$ cat config.mk
export PLATFORM = sky130hd
export DESIGN_NAME = shqr_mul
export DESIGN_NICKNAME = d
export VERILOG_FILES = /design/src/rtl/shqr_pkg.sv /design/src/rtl/shqr_mul.sv
export SDC_FILE = /design/constraint.sdc
export NUM_CORES = 2
export LEC_CHECK = 0
export ABC_AREA = 1
export BUFFER_PORTS_ARGS = -buffer_cell sky130_fd_sc_hd__buf_2
export CAP_MARGIN = 20
export CORE_MARGIN = 3
export CORE_UTILIZATION = 55
export CTS_CLUSTER_DIAMETER = 120
export CTS_CLUSTER_SIZE = 25
export DETAILED_ROUTE_END_ITERATION = 8
export PLACE_DENSITY = 0.69
export SETUP_SLACK_MARGIN = 0.15
export SLEW_MARGIN = 20
export SYNTH_ARGS = -nofsm -noshare
export SYNTH_HDL_FRONTEND = slang
export SYNTH_SLANG_ARGS = --single-unit
$ cat constraint.sdc
create_clock -name clk -period 17.3 [get_ports clk]
set_input_delay 2.595 -clock clk [delete_from_list [all_inputs] [get_ports clk]]
set_output_delay 2.595 -clock clk [all_outputs]
set_load 0.01 [all_outputs]
$ cat src/rtl/shqr_pkg.sv
`default_nettype none
package shqr_pkg;

  localparam int DW = 48;
  localparam int YW = 29;
  localparam int SQW = 64;
  localparam int RTW = 32;
  localparam int UW = 33;
  localparam int WW = 32;
  localparam int AXW = 56;
  localparam int MW = 33;
  localparam int PW = 66;
  localparam int SATW = 58;
  localparam int SCALE_BITS = 28;
  localparam int LIMB = 28;
  localparam int QFRAC = 30;
  localparam int KW = 5;
  localparam int SD_CW = 6;
  localparam logic [SD_CW-1:0] SQ_STEPS = 6'd32;
  localparam logic [SD_CW-1:0] DV_STEPS = 6'd31;

  localparam logic signed [DW-1:0] Q_MAX = 48'sh7FFF_FFFF_FFFF;
  localparam logic signed [DW-1:0] Q_MIN = 48'sh8000_0000_0000;
  localparam logic signed [SATW-1:0] SAT_HI = {{(SATW-DW){1'b0}}, Q_MAX};
  localparam logic signed [SATW-1:0] SAT_LO = {{(SATW-DW){1'b1}}, Q_MIN};
  localparam logic [DW-1:0] EPS_RAW = 48'd1;
  localparam logic [2:0] VAR_RESET = 3'd4;

  localparam logic [1:0] OP_ADD = 2'd0;
  localparam logic [1:0] OP_READ = 2'd1;
  localparam logic [1:0] OP_CLEAR = 2'd2;
  localparam logic [1:0] OP_NOP = 2'd3;

  localparam logic [1:0] STS_OK = 2'd0;
  localparam logic [1:0] STS_REDUCED = 2'd1;
  localparam logic [1:0] STS_BAD_INDEX = 2'd2;
  localparam logic [1:0] STS_SAT = 2'd3;

  typedef struct packed {
    logic start;
    logic is_div;
  } sd_ctl_t;

  function automatic logic signed [DW-1:0] sat48(input logic signed [SATW-1:0] x);
    if (x > SAT_HI) return Q_MAX;
    else if (x < SAT_LO) return Q_MIN;
    else return x[DW-1:0];
  endfunction

  function automatic logic sat_hit(input logic signed [SATW-1:0] x);
    return (x > SAT_HI) || (x < SAT_LO);
  endfunction

endpackage
`default_nettype wire

$ cat src/rtl/shqr_mul.sv
`default_nettype none
module shqr_mul (
  input  logic                             clk,
  input  logic signed [shqr_pkg::MW-1:0]   a,
  input  logic signed [shqr_pkg::MW-1:0]   b,
  output logic signed [shqr_pkg::PW-1:0]   p
);
  import shqr_pkg::*;

  always_ff @(posedge clk) begin
    p <= a * b;
  end

endmodule
`default_nettype wire

==> metrics.md <==
| Metric | Value |
|---|---|
| Post-Syn Area per Cell | 7.79 um2 |
| Min-delay src | b[0] |
| First-pass DRT Iterations | 5 |
| Max_slew headroom | 0.296 |
| Largest net degree at the start of global routing | 35 |
| Biggest regs | p x66 |
| Resize count post-CTS | 0 |
| Fin Hold WS | 2800 ps |
| Cells after Synth | 5543 |
| Num CTS Buffers | 9 |
| Die width | 286 um |
| Detailed Place HPWL | 95.8 mm |
| RSZ-0062 raised after global routing | false |
| CP Class | in2reg |
| Simple-Gate Fraction of Synth Area | 0.166 |
| Startpoint Class | input pin |
| Hold Vio Cnt, Final | 0 |
| Synth Area in Adders | 0.594 |
| Number of synthesized register bits | 66 |
| Final setup violation count | 0 |
| Clock transition at path regs | 70 ps |
| Top_reg_cell synth | dfxtp_1 |
| Layout cells sized above 1 | 0.0406 |
| Post-CTS Hold Fix Bufs | 0 |
| I/O Buffers | 132 |
| XOR/XNOR Fraction of Synth Area | 0.00832 |
| H-tree Lvls | 3 |
| Clock root buffer | clkbuf_16 |
| Worst Setup End Kind | flip-flop |
| Seq/Total Area, Yosys | 0.0306 |
| Yosys warns | 0 |
| CP arrival | 10150 ps |
| Antenna violations before repair | 8 |
| Post-synthesis net count | 6972 |
| Setup Buffers After CTS | 0 |
| Total grt overflow | 0 |
| Initial DRC count | 2023 |
| DR WL/cell | 17.6 um |
| Max Slew Vio Count | 0 |
| CP Cell Sequence | buf_2 -> nand2_1 -> fa_1 -> fa_1 -> fa_1 -> inv_1 -> fa_1 -> fa_1 -> fa_1 -> fa_1 -> inv_1 -> fa_1 -> inv_1 -> ha_1 -> nand2_1 -> nor2_1 -> nand3_1 -> nor2_1 -> o21ai_0 -> nand4_1 -> nand2_1 |
| Final ANT Viol Nets | 0 |
| Rows | 102 |
| Drt drc | 0 |
| F_max | 101 MHz |
| Tcrit/Tclk final | 0.572 |
| Worst hold path class | in2reg |
| Via Count | 32700 |
| Commonest cells after routing, fill and taps aside | 1893 x inv_1, 1517 x nand2_1, 1144 x fa_1 |
| Max-cap viol count | 0 |
| Post-synthesis mux area share | 0 |
| EDFF count, synth | 0 |
| Largest register FFs | 66 |
| Period minus WS final | 9900 ps |
| Status | finished clean |
| Crit-path max FO | 33 |
| Hold endpoint | p[0] |
| GR Util All Layers | 0.297 |
| Setup TNS | 0 ps |
| CTS tree | built |
| Vias in the first global route | 36300 |
| Commonest non-fill, non-tap cell in the layout | inv_1 |
| Post-synthesis compound-gate area fraction | 0.0138 |
| Nets | 6864 |
| Top reg by flops | p |
| Worst path most repeated cell | fa_1 |
| Initial core utilization | 0.556 |
| CP required | 17550 ps |
| Core ar. | 77600 um2 |
| Hold path depth | 3 |
| Maximum clock insertion buffer count | 2 |
| First-pass GRT wire length | 190 mm |
| Least-Margin Pin Slew | 1060 ps |
| Routability cong. | 0.936 |
| Synth Cell Area | 43200 um2 |
| Distinct cells, synth | 35 |
| Die H | 286 um |
| Critical path's slowest cell | fa_1 |
| DR vias/cell | 5.05 |
| Io pins | 133 |
| Clock Sinks | 66 |
| Slowest stage delay, CP | 930 ps |
| Routed WL | 114 mm |
| Die Area | 81900 um2 |
| Largest family of logic cells by synthesized area | adder cells |
| Async set-reset flop share out of synthesis | 0 |
| Synthesis-to-layout area growth | 3.21% |
==> cell type report <==
cell class,instances,area (um2)
clock inverter,4,50.0
multi-input combinational,3319,33800
fill,7288,33000
sequential,66,1320
antenna,5,12.5
inverter,1895,7110
timing repair buffer,144,751
tap,1040,1300
clock buffer,12,256
==> synthesized netlist by cell type (3+ instances only) <==
cell / instances / area [um2]
a21oi_1: 61 / 305
a21oi_2: 4 / 35.0
clkbuf_1: 262 / 983
dfxtp_1: 66 / 1320
fa_1: 1145 / 22900
ha_1: 217 / 2720
inv_1: 1894 / 7110
nand2_1: 1517 / 5690
nand2_2: 17 / 106
nand3_1: 70 / 350
nand3_2: 8 / 80.1
nand3b_1: 3 / 22.5
nand4_1: 19 / 119
nor2_1: 131 / 492
nor2_2: 20 / 125
nor2_4: 3 / 33.8
nor3_1: 7 / 35.0
nor4_1: 4 / 25.0
o21ai_0: 19 / 95.1
o21ai_1: 3 / 15.0
o21bai_1: 14 / 105
or2_2: 5 / 31.3
xnor2_1: 4 / 35.0
xor2_1: 37 / 324
==> how the worst max path moves through the flow <==
stage / startpoint / end
after global routing: b[9] / p[57]
after detailed placement: a[32] / p[60]
after floorplan: a[32] / p[60]
after global placement: a[32] / p[60]
after CTS: a[32] / p[60]
final: b[9] / p[57]
==> logic make-up (layout without fill, tap and decap cells) <==
kind of cell | Yosys count | in the layout
XOR/XNOR | 41 | 41
adder cells (fa/ha/maj) | 1362 | 1362
flip-flops | 66 | 66
buffers and inverters | 2158 | 2055
AO/OA/AOI/OAI | 106 | 106
AND/OR/NAND/NOR | 1810 | 1810
other | 0 | 5
==> stage by stage <==
stage / instances / area (um2) / utilization / worst slack (ps)
after floorplan: 5543 / 43200 / - / 7950
after global placement: 6464 / 44200 / 0.570 / 7020
after detailed placement: 6464 / 44200 / 0.570 / 6930
after CTS: 6480 / 44500 / 0.574 / 7260
after global routing: 6480 / 44500 / 0.574 / 6950
final: 6485 / 44600 / 0.574 / 7400
==> critical path: cells and delay by family <==
family / cells / cell delay, ps
AND/OR/NAND/NOR: 7 / 1230
buffers and inverters: 4 / 1080
AO/OA/AOI/OAI: 1 / 200
adder cells (fa/ha/maj): 9 / 5020
==> metal layers <==
layer | global-route usage | part of all wire | routed length (um)
met1 | 0.372 | 0.39 | 44100
met2 | 0.530 | 0.51 | 57800
met3 | 0.0427 | 0.070 | 7940
met4 | 0.0949 | 0.037 | 4210
met5 | 0 | 0.00033 | 38
Power is not shown: default switching activity piles up to over one toggle a cycle in this logic, so the estimate is an artifact.
