===== src/rtl/shqr_pkg.sv =====
`default_nettype none
package shqr_pkg;

  localparam int DW = 48;
  localparam int YW = 29;
  localparam int SQW = 64;
  localparam int RTW = 32;
  localparam int UW = 33;
  localparam int WW = 32;
  localparam int AXW = 56;
  localparam int MW = 33;
  localparam int PW = 66;
  localparam int SATW = 58;
  localparam int SCALE_BITS = 28;
  localparam int LIMB = 28;
  localparam int QFRAC = 30;
  localparam int KW = 5;
  localparam int SD_CW = 6;
  localparam logic [SD_CW-1:0] SQ_STEPS = 6'd32;
  localparam logic [SD_CW-1:0] DV_STEPS = 6'd31;

  localparam logic signed [DW-1:0] Q_MAX = 48'sh7FFF_FFFF_FFFF;
  localparam logic signed [DW-1:0] Q_MIN = 48'sh8000_0000_0000;
  localparam logic signed [SATW-1:0] SAT_HI = {{(SATW-DW){1'b0}}, Q_MAX};
  localparam logic signed [SATW-1:0] SAT_LO = {{(SATW-DW){1'b1}}, Q_MIN};
  localparam logic [DW-1:0] EPS_RAW = 48'd1;
  localparam logic [2:0] VAR_RESET = 3'd4;

  localparam logic [1:0] OP_ADD = 2'd0;
  localparam logic [1:0] OP_READ = 2'd1;
  localparam logic [1:0] OP_CLEAR = 2'd2;
  localparam logic [1:0] OP_NOP = 2'd3;

  localparam logic [1:0] STS_OK = 2'd0;
  localparam logic [1:0] STS_REDUCED = 2'd1;
  localparam logic [1:0] STS_BAD_INDEX = 2'd2;
  localparam logic [1:0] STS_SAT = 2'd3;

  typedef struct packed {
    logic start;
    logic is_div;
  } sd_ctl_t;

  function automatic logic signed [DW-1:0] sat48(input logic signed [SATW-1:0] x);
    if (x > SAT_HI) return Q_MAX;
    else if (x < SAT_LO) return Q_MIN;
    else return x[DW-1:0];
  endfunction

  function automatic logic sat_hit(input logic signed [SATW-1:0] x);
    return (x > SAT_HI) || (x < SAT_LO);
  endfunction

endpackage
`default_nettype wire


===== src/rtl/shqr_sd.sv =====
`default_nettype none
module shqr_sd (
  input  logic                          clk,
  input  logic                          rst,
  input  shqr_pkg::sd_ctl_t             ctl,
  input  logic [shqr_pkg::SQW-1:0]      rad,
  input  logic [shqr_pkg::RTW-1:0]      mag,
  input  logic [shqr_pkg::RTW-1:0]      den,
  output logic                          done,
  output logic [shqr_pkg::RTW-1:0]      res
);
  import shqr_pkg::*;

  logic             active;
  logic             is_div;
  logic [SD_CW-1:0] cnt;
  logic [SQW-1:0]   sh;
  logic [35:0]      rem;
  logic [RTW-1:0]   den_r;
  logic [35:0]      sq_rem2;
  logic [35:0]      sq_trial;
  logic [35:0]      dv_rem2;
  logic [35:0]      dv_den;

  assign sq_rem2  = {rem[33:0], sh[SQW-1:SQW-2]};
  assign sq_trial = {2'b00, res, 2'b01};
  assign dv_rem2  = {rem[34:0], sh[SQW-1]};
  assign dv_den   = {4'b0000, den_r};

  always_ff @(posedge clk) begin
    if (rst) begin
      active <= 1'b0;
      done   <= 1'b0;
    end else begin
      done <= 1'b0;
      if (!active && ctl.start) begin
        active <= 1'b1;
        is_div <= ctl.is_div;
        res    <= '0;
        if (ctl.is_div) begin
          rem   <= {5'b00000, mag[RTW-1:1]};
          sh    <= {mag[0], {(SQW-1){1'b0}}};
          cnt   <= DV_STEPS;
          den_r <= den;
        end else begin
          rem <= '0;
          sh  <= rad;
          cnt <= SQ_STEPS;
        end
      end else if (active) begin
        if (is_div) begin
          sh <= {sh[SQW-2:0], 1'b0};
          if (dv_rem2 >= dv_den) begin
            rem <= dv_rem2 - dv_den;
            res <= {res[RTW-2:0], 1'b1};
          end else begin
            rem <= dv_rem2;
            res <= {res[RTW-2:0], 1'b0};
          end
        end else begin
          sh <= {sh[SQW-3:0], 2'b00};
          if (sq_rem2 >= sq_trial) begin
            rem <= sq_rem2 - sq_trial;
            res <= {res[RTW-2:0], 1'b1};
          end else begin
            rem <= sq_rem2;
            res <= {res[RTW-2:0], 1'b0};
          end
        end
        cnt <= cnt - 1'b1;
        if (cnt == 6'd1) begin
          active <= 1'b0;
          done   <= 1'b1;
        end
      end
    end
  end

endmodule
`default_nettype wire


===== config.mk =====
export PLATFORM = sky130hd
export DESIGN_NAME = shqr_sd
export DESIGN_NICKNAME = d
export VERILOG_FILES = /design/src/rtl/shqr_pkg.sv /design/src/rtl/shqr_sd.sv
export SDC_FILE = /design/constraint.sdc
export NUM_CORES = 1
export LEC_CHECK = 0
export ABC_AREA = 1
export BUFFER_PORTS_ARGS = -buffer_cell sky130_fd_sc_hd__buf_2
export CAP_MARGIN = 20
export CORE_ASPECT_RATIO = 1.25
export CORE_MARGIN = 4
export CORE_UTILIZATION = 38
export DETAILED_ROUTE_END_ITERATION = 6
export SETUP_SLACK_MARGIN = 0.1
export SKIP_LAST_GASP = 1
export SYNTH_ARGS = -nofsm -noshare
export SYNTH_HDL_FRONTEND = slang
export SYNTH_SLANG_ARGS = --single-unit

===== constraint.sdc =====
create_clock -name clk -period 9.25 [get_ports clk]
set_clock_uncertainty 0.1 [all_clocks]
set_input_delay 2.3125 -clock clk [delete_from_list [all_inputs] [get_ports clk]]
set_output_delay 2.3125 -clock clk [all_outputs]
set_load 0.01 [all_outputs]

==> impl_metrics.csv, run 1 <==
group,metric,value,unit
status,status,"completed",
synthesis,synthArstFlopShare,0,
timing,slew_headroom,0.277,
synthesis,synth_compound_area_frac,0.0938,
min_path,hold_path_class,"flop to flop",
global_routing,grt_util_met2,0.384,
detailed_routing,postRouteAntennaNets,0,
final_layout,nFillCells,3881,
timing,max_freq,222,MHz
timing,slew_viol_final,0,
global_routing,grt_max_degree,107,
synthesis,synth_edf_count,170,
die,die_h,222,um
worst_setup_path,crit_path_frequent_cell,"buf_4",
synthesis,synthCells,2097,
pwr,powerDensity,160,mW/mm^2
worst_setup_path,cp-endpoint,"rem[12]",
placed_design,dp_hpwl,34.9,mm
clock_network,root_buffer,"clkbuf_16",
synthesis,synthSimpleGateAreaFrac,0.348,
die,die_area,0.0398,mm^2
timing,worst_pin_slew,1.09,ns
synthesis,yosysSeqAreaShare,0.369,
placed_design,place_inst,2691,
synthesis,synth_xor_area_frac,0.0100,
detailed_routing,vias_per_cell,5.03,
worst_setup_path,cp-end-kind,"flop",
worst_setup_path,worstSetupPathType,"input pin to flop",
worst_setup_path,r2r.worst_path.cells,15,
synthesis,synthAdderAreaFrac,0.0624,
timing,period_share,0.488,
worst_setup_path,crit_arrival,4.62,ns
global_routing,top_usage_layer,"met2",
die,io_pins,165,
worst_setup_path,r2r_end,"rem[3]",
placed_design,port_buffers,164,
worst_setup_path,crit_required,9.35,ns
detailed_routing,first_pass_iters,5,
global_routing,grt_pass1_wl,70.5,mm
synthesis,synth_cell_type_count,39,
final_layout,nets,2432,
clock_network,postCtsSetupRepairBufs,0,
global_routing,antenna_found_initial,11,
timing,setup_viol,0,
global_routing,grt_pass1_vias,13200,
final_layout,post-route-util,0.436,
global_routing,track_usage,0.227,
timing,rsz0062_at_grt,"no",
pwr,ir_worst_vdd,115,uV
global_routing,grt_overflow_total,0,
global_routing,use_met1,0.274,
worst_setup_path,cp-startpoint,"ctl[1]",
clock_network,cts_tree,"done",
worst_setup_path,slowest_stage,"inv_2",
final_layout,syn2layout_area_growth,13.5,%
clock_network,numCtsBuffers,17,
synthesis,ys_warn_count,0,
clock_network,ctsResizeCount,0,
synthesis,syn_area,0.0139,mm^2
worst_setup_path,max_stage_delay,0.59,ns
worst_setup_path,worstPathCellList,"buf_2 > inv_1 > nor2_4 > buf_4 > inv_2 > buf_4 > nor2_2 > buf_4 > nand2_1 > o21ai_0",
synthesis,synthMuxAreaShare,0,
clock_network,hold_buffers,0,
die,rows,78,
worst_setup_path,critical_path.startpoint_type,"input pin",
detailed_routing,drt-initial-drc-count,943,
clock_network,clk_pin_slew,0.07,ns
timing,final.setup.tns,0,ns
timing,finalCriticalPeriod,4.51,ns
run,maxCapViolations,0,
synthesis,synthFlopType,"edfxtp_1",
synthesis,syn_avg_cell_area,6.65,um^2
detailed_routing,routedWlPerCell,16.5,um
synthesis,synth_top_family_by_area,"simple AND/OR/NAND/NOR gates",
detailed_routing,drc_errors,0,
worst_setup_path,critPathMaxFanout,52,
worst_setup_path,crit-reg2reg-launch,"sh[63]",
synthesis,synth_nets,2298,
die,start_util,0.384,
global_routing,grt_util_met3,0.0483,
worst_setup_path,reg2reg_setup_slack,5.34,ns
die,die_w,179,um
timing,hold_viol,0,
clock_network,cts_buffer_depth,2,
pwr,p_leak,7.97,nW
clock_network,worstSkewPairLatency,0.46,ns
final_layout,stdcell_count,2726,
detailed_routing,vias,13700,
synthesis,ys_ff_latch,172,
clock_network,htree_levels,4,
clock_network,cts_sinks,172,
detailed_routing,wl,45.0,mm
die,coreArea,0.0363,mm^2
final_layout,drive_gt1_frac,0.109,
placed_design,place_congestion,0.908,
[kinds of logic (layout without fill, tap and decap cells)]
family,after synthesis,after routing
AO/OA/AOI/OAI,251,251
XOR/XNOR,16,16
adder cells (fa/ha/maj),69,69
buffers and inverters,415,562
flip-flops,172,172
other,0,2
AND/OR/NAND/NOR,1174,1174
[worst min-delay path by stage]
stage / start / to / cells after the start
4_1_cts: active / done / 2
3_5_place_dp: active / done / 2
3_3_place_gp: active / done / 2
6_report: active / done / 2
5_1_grt: active / done / 2
2_1_floorplan: active / done / 2
[area by class of cell]
type,count,area [um^2],area share
Clock buffer,17,425,0.0269
Tap cell,480,601,0.0379
Inverter,355,1330,0.0842
Sequential cell,172,5140,0.325
Clock inverter,15,194,0.0123
Timing Repair Buffer,175,923,0.0583
Multi-Input combinational cell,1510,7200,0.455
Antenna cell,2,5.00,0.000316
[synthesized netlist by cell type, drive strengths merged, types with 2 or more instances]
cell / count / share of area
or2: 4 / 0.0018
nand4: 17 / 0.0081
buf: 23 / 0.011
nor3: 15 / 0.0057
clkbuf: 37 / 0.010
o21a: 3 / 0.0016
nor2: 233 / 0.065
o21bai: 7 / 0.0038
a21oi: 70 / 0.025
nand2: 714 / 0.19
xor2: 8 / 0.0050
o21ai: 161 / 0.058
dfxtp: 2 / 0.0029
ha: 68 / 0.061
nand3b: 15 / 0.0081
edfxtp: 170 / 0.37
a21boi: 2 / 0.0011
a31oi: 4 / 0.0018
nand3: 176 / 0.064
inv: 354 / 0.095
xnor2: 8 / 0.0050
[layer usage]
layer,wire length (um),vias to the layer above,share of wire
li1,-,6948,-
met1,18300,6214,0.41
met2,21800,426,0.48
met3,2720,104,0.060
met4,2050,16,0.046
met5,96,-,0.0021
[critical path: cells and delay by family]
| kind | cells | cell delay [ns] |
|---|---|---|
| simple gates | 3 | 0.20 |
| buf+inv | 6 | 1.96 |
| compound gates | 1 | 0.09 |
[cell usage in the layout (no fill, tap or decap), types with 2 or more instances in the layout]
cell type  instances
nor2_2             7
a21boi_0           2
clkbuf_16         17
nand2_1          704
inv_2              5
bufinv_16          2
buf_2            164
nor3_1            13
dfxtp_1            2
nor2_1           221
edfxtp_1         170
ha_1              68
buf_4             10
a21oi_1           68
nand3b_1          15
inv_1            349
o21ai_0          160
xnor2_1            8
inv_8              5
o21bai_1           7
nand4_1           16
inv_6              4
o21a_1             3
nand2_2            9
nor3_2             2
a31oi_1            4
diode_2            2
nand3_1          174
or2_2              4
nor2_4             5
clkinv_4           3
xor2_1             8
nand3_2            2
[through the flow]
| stage | setup slack [ns] | area (um^2) | total power, W | hold WS [ns] |
|---|---|---|---|---|
| global placement | 4.31 | 15200 | 0.00175 | 0.485 |
| global route | 4.50 | 15800 | 0.00269 | 0.528 |
| finish | 4.74 | 15800 | 0.00253 | 0.490 |
| detailed placement | 4.24 | 15200 | 0.00176 | 0.480 |
| CTS | 4.74 | 15800 | 0.00255 | 0.492 |
| floorplan | 2.33 | 13900 | 0.00152 | 0.378 |
[state kept, by name (all words and copies together), names as in the netlist]
signal / flops
active: 1
cnt: 6
den_r: 32
done: 1
is_div: 1
rem: 35
res: 32
sh: 64
[report_power, final]
group | leakage [nW] | internal [W] | switching (W)
combinational | 6.02 | 0.000255 | 0.000499
clock | 0.305 | 0.000415 | 0.000374
sequential | 1.64 | 0.000934 | 0.0000558
total | 7.97 | 0.00160 | 0.000929
Power figures use the tool's default switching activity.
==> run 2, diff against run 1 <==
==> constraint.sdc (replaced) <==
create_clock -name clk -period 3.7 [get_ports clk]
set_clock_uncertainty 0.1 [all_clocks]
set_input_delay 0.925 -clock clk [delete_from_list [all_inputs] [get_ports clk]]
set_output_delay 0.925 -clock clk [all_outputs]
set_load 0.01 [all_outputs]
==> run 2 against run 1 <==
  * Worst hold slack worse by 0.010 ns
  * Via count rose by 0.93%
  * Sequential power rose by 150%
  * First-iteration DRC count decreased by 5.5%
  * Non-clock buffer count up 5
  * Setup slack worse by 4.3 ns
  * Combinational power rose to 2.5 times the previous value
  * Critical path depth increased by 5
  * Largest cell class unchanged
==> impl_metrics.csv, run 2 (synthesized netlist as in run 1, its figures left out) <==
group,metric,value,unit
final_layout,post-route-util,0.438,
clock_network,hold_buffers,0,
clock_network,cts_tree,"done",
die,die_h,222,um
timing,setup_viol,0,
run,maxCapViolations,0,
worst_setup_path,max_stage_delay,0.41,ns
clock_network,htree_levels,4,
pwr,p_leak,8.00,nW
pwr,pwr-share-seq,0.390,
die,rows,78,
final_layout,max_flop_register,"sh",
placed_design,port_buffers,164,
pwr,p_sw,0.00226,W
timing,worst_pin_slew,1.08,ns
final_layout,final_common_cell,"nand2_1",
final_layout,drive_gt1_frac,0.110,
clock_network,cts_sinks,172,
status,status,"completed",
detailed_routing,routedWlPerCell,16.7,um
timing,postLayoutSetupSlackWorst,0.398,ns
die,die_area,0.0398,mm^2
worst_setup_path,critical_path.startpoint_type,"flop",
clock_network,cts_buffer_depth,2,
die,io_pins,165,
worst_setup_path,crit_required,3.93,ns
global_routing,top_usage_layer,"met2",
global_routing,grt_util_met2,0.400,
global_routing,grt_pass1_vias,13500,
detailed_routing,drc_errors,0,
worst_setup_path,crit_arrival,3.53,ns
clock_network,numCtsBuffers,17,
placed_design,dp_hpwl,35.9,mm
pwr,p_int,0.00404,W
placed_design,place_ws,0.450,ns
worst_setup_path,critPathMaxFanout,27,
die,start_util,0.384,
detailed_routing,postRouteAntennaNets,0,
pwr,ir_worst_vdd,372,uV
timing,hold_viol,0,
worst_setup_path,worstSetupPathType,"flop to flop",
worst_setup_path,worstPathCellList,"inv_1 > ha_1 > fa_1 > inv_1 > nand3_1 > nand2_1 > nand4_2 > nand3_2 > nand2_2 > nand2_2 > buf_12 > nand3_1 > nand2_1 > nand3_1 > nand2_1",
timing,hold_ws,0.480,ns
clock_network,ctsResizeCount,0,
pwr,p_comb_frac,0.304,
detailed_routing,vias,13800,
placed_design,place_inst,2697,
final_layout,syn2layout_area_growth,14.0,%
pwr,powerDensity,397,mW/mm^2
clock_network,root_buffer,"clkbuf_16",
global_routing,grt_pass1_wl,70.4,mm
global_routing,use_met1,0.267,
timing,slew_headroom,0.282,
final_layout,top_regs,"sh: 64 flops, rem: 35 flops",
pwr,switching_share,0.359,
timing,finalCriticalPeriod,3.30,ns
final_layout,largest_register_ffs,64,
worst_setup_path,slowest_stage,"fa_1",
pwr,p_clk_frac,0.305,
die,die_w,179,um
timing,slew_viol_final,0,
detailed_routing,wl,45.8,mm
global_routing,grt_max_degree,107,
timing,rsz0062_at_grt,"no",
global_routing,track_usage,0.228,
timing,final.setup.tns,0,ns
timing,period_share,0.892,
global_routing,grt_util_met3,0.0490,
clock_network,postCtsSetupRepairBufs,0,
worst_setup_path,cp-end-kind,"flop",
detailed_routing,first_pass_iters,5,
global_routing,grt_overflow_total,0,
placed_design,place_congestion,0.954,
die,coreArea,0.0363,mm^2
final_layout,layout_common_cells,"nand2_1 (704), inv_1 (348), nor2_1 (221)",
detailed_routing,vias_per_cell,5.06,
detailed_routing,drt-initial-drc-count,891,
timing,max_freq,303,MHz
clock_network,clk_pin_slew,0.08,ns
final_layout,stdcell_count,2735,
min_path,hold_path_class,"flop to flop",
clock_network,worstSkewPairLatency,0.47,ns
final_layout,nets,2437,
global_routing,antenna_found_initial,14,
==> run 2: cell types whose count changed in the layout (fill, tap and decap cells not counted), sizes merged <==
cell / change
inv: -6
buf: +5
diode: +5
clkinv: +4
bufinv: +1
==> run 2: per-stage QoR <==
stage          area, um^2  power, W
6_report            15900   0.00631
5_1_grt             15900   0.00667
4_1_cts             15900   0.00634
3_5_place_dp        15300   0.00440
3_3_place_gp        15300   0.00438
2_1_floorplan       14000   0.00380
==> run 2: layout make-up <==
cell class              instances  area (um^2)
diodes                          7         17.5
fillers                      3933        20400
clock buffers                  17          425
clock inverters                14          170
flip-flops and latches        172         5140
multi-input cells            1510         7210
inverters                     355         1350
well taps                     480          601
repair buffers                180          978
==> run 2: critical path: cells and delay by family, from the launching register on <==
| family | cells | cell delay (ns) |
|---|---|---|
| and+or+nand+nor | 10 | 1.58 |
| DFF | 1 | 0.36 |
| buffers and inverters | 3 | 0.46 |
| adders and majority gates | 2 | 0.65 |
==> run 2: per-layer routing <==
layer,vias up,wire length (um)
li1,6956,-
met1,6272,18400
met2,485,22500
met3,106,3010
met4,16,1730
met5,-,122
==> run 2: worst paths after layout <==
path | slack (ns) | from | depth (start not counted) | end
max | 0.40 | sh[63] | 15 | rem[25]
min | 0.48 | active | 2 | done
max reg2reg | 0.40 | sh[63] | 15 | rem[25]
min reg2reg | 0.48 | active | 2 | done
==> run 2: power groups by stage <==
stage	Sequential (W)	Clock (W)	Combinational, W
3_3_place_gp	0.00250	0	0.00188
6_report	0.00246	0.00193	0.00192
2_1_floorplan	0.00246	0	0.00134
4_1_cts	0.00246	0.00196	0.00191
3_5_place_dp	0.00250	0	0.00190
5_1_grt	0.00247	0.00204	0.00216
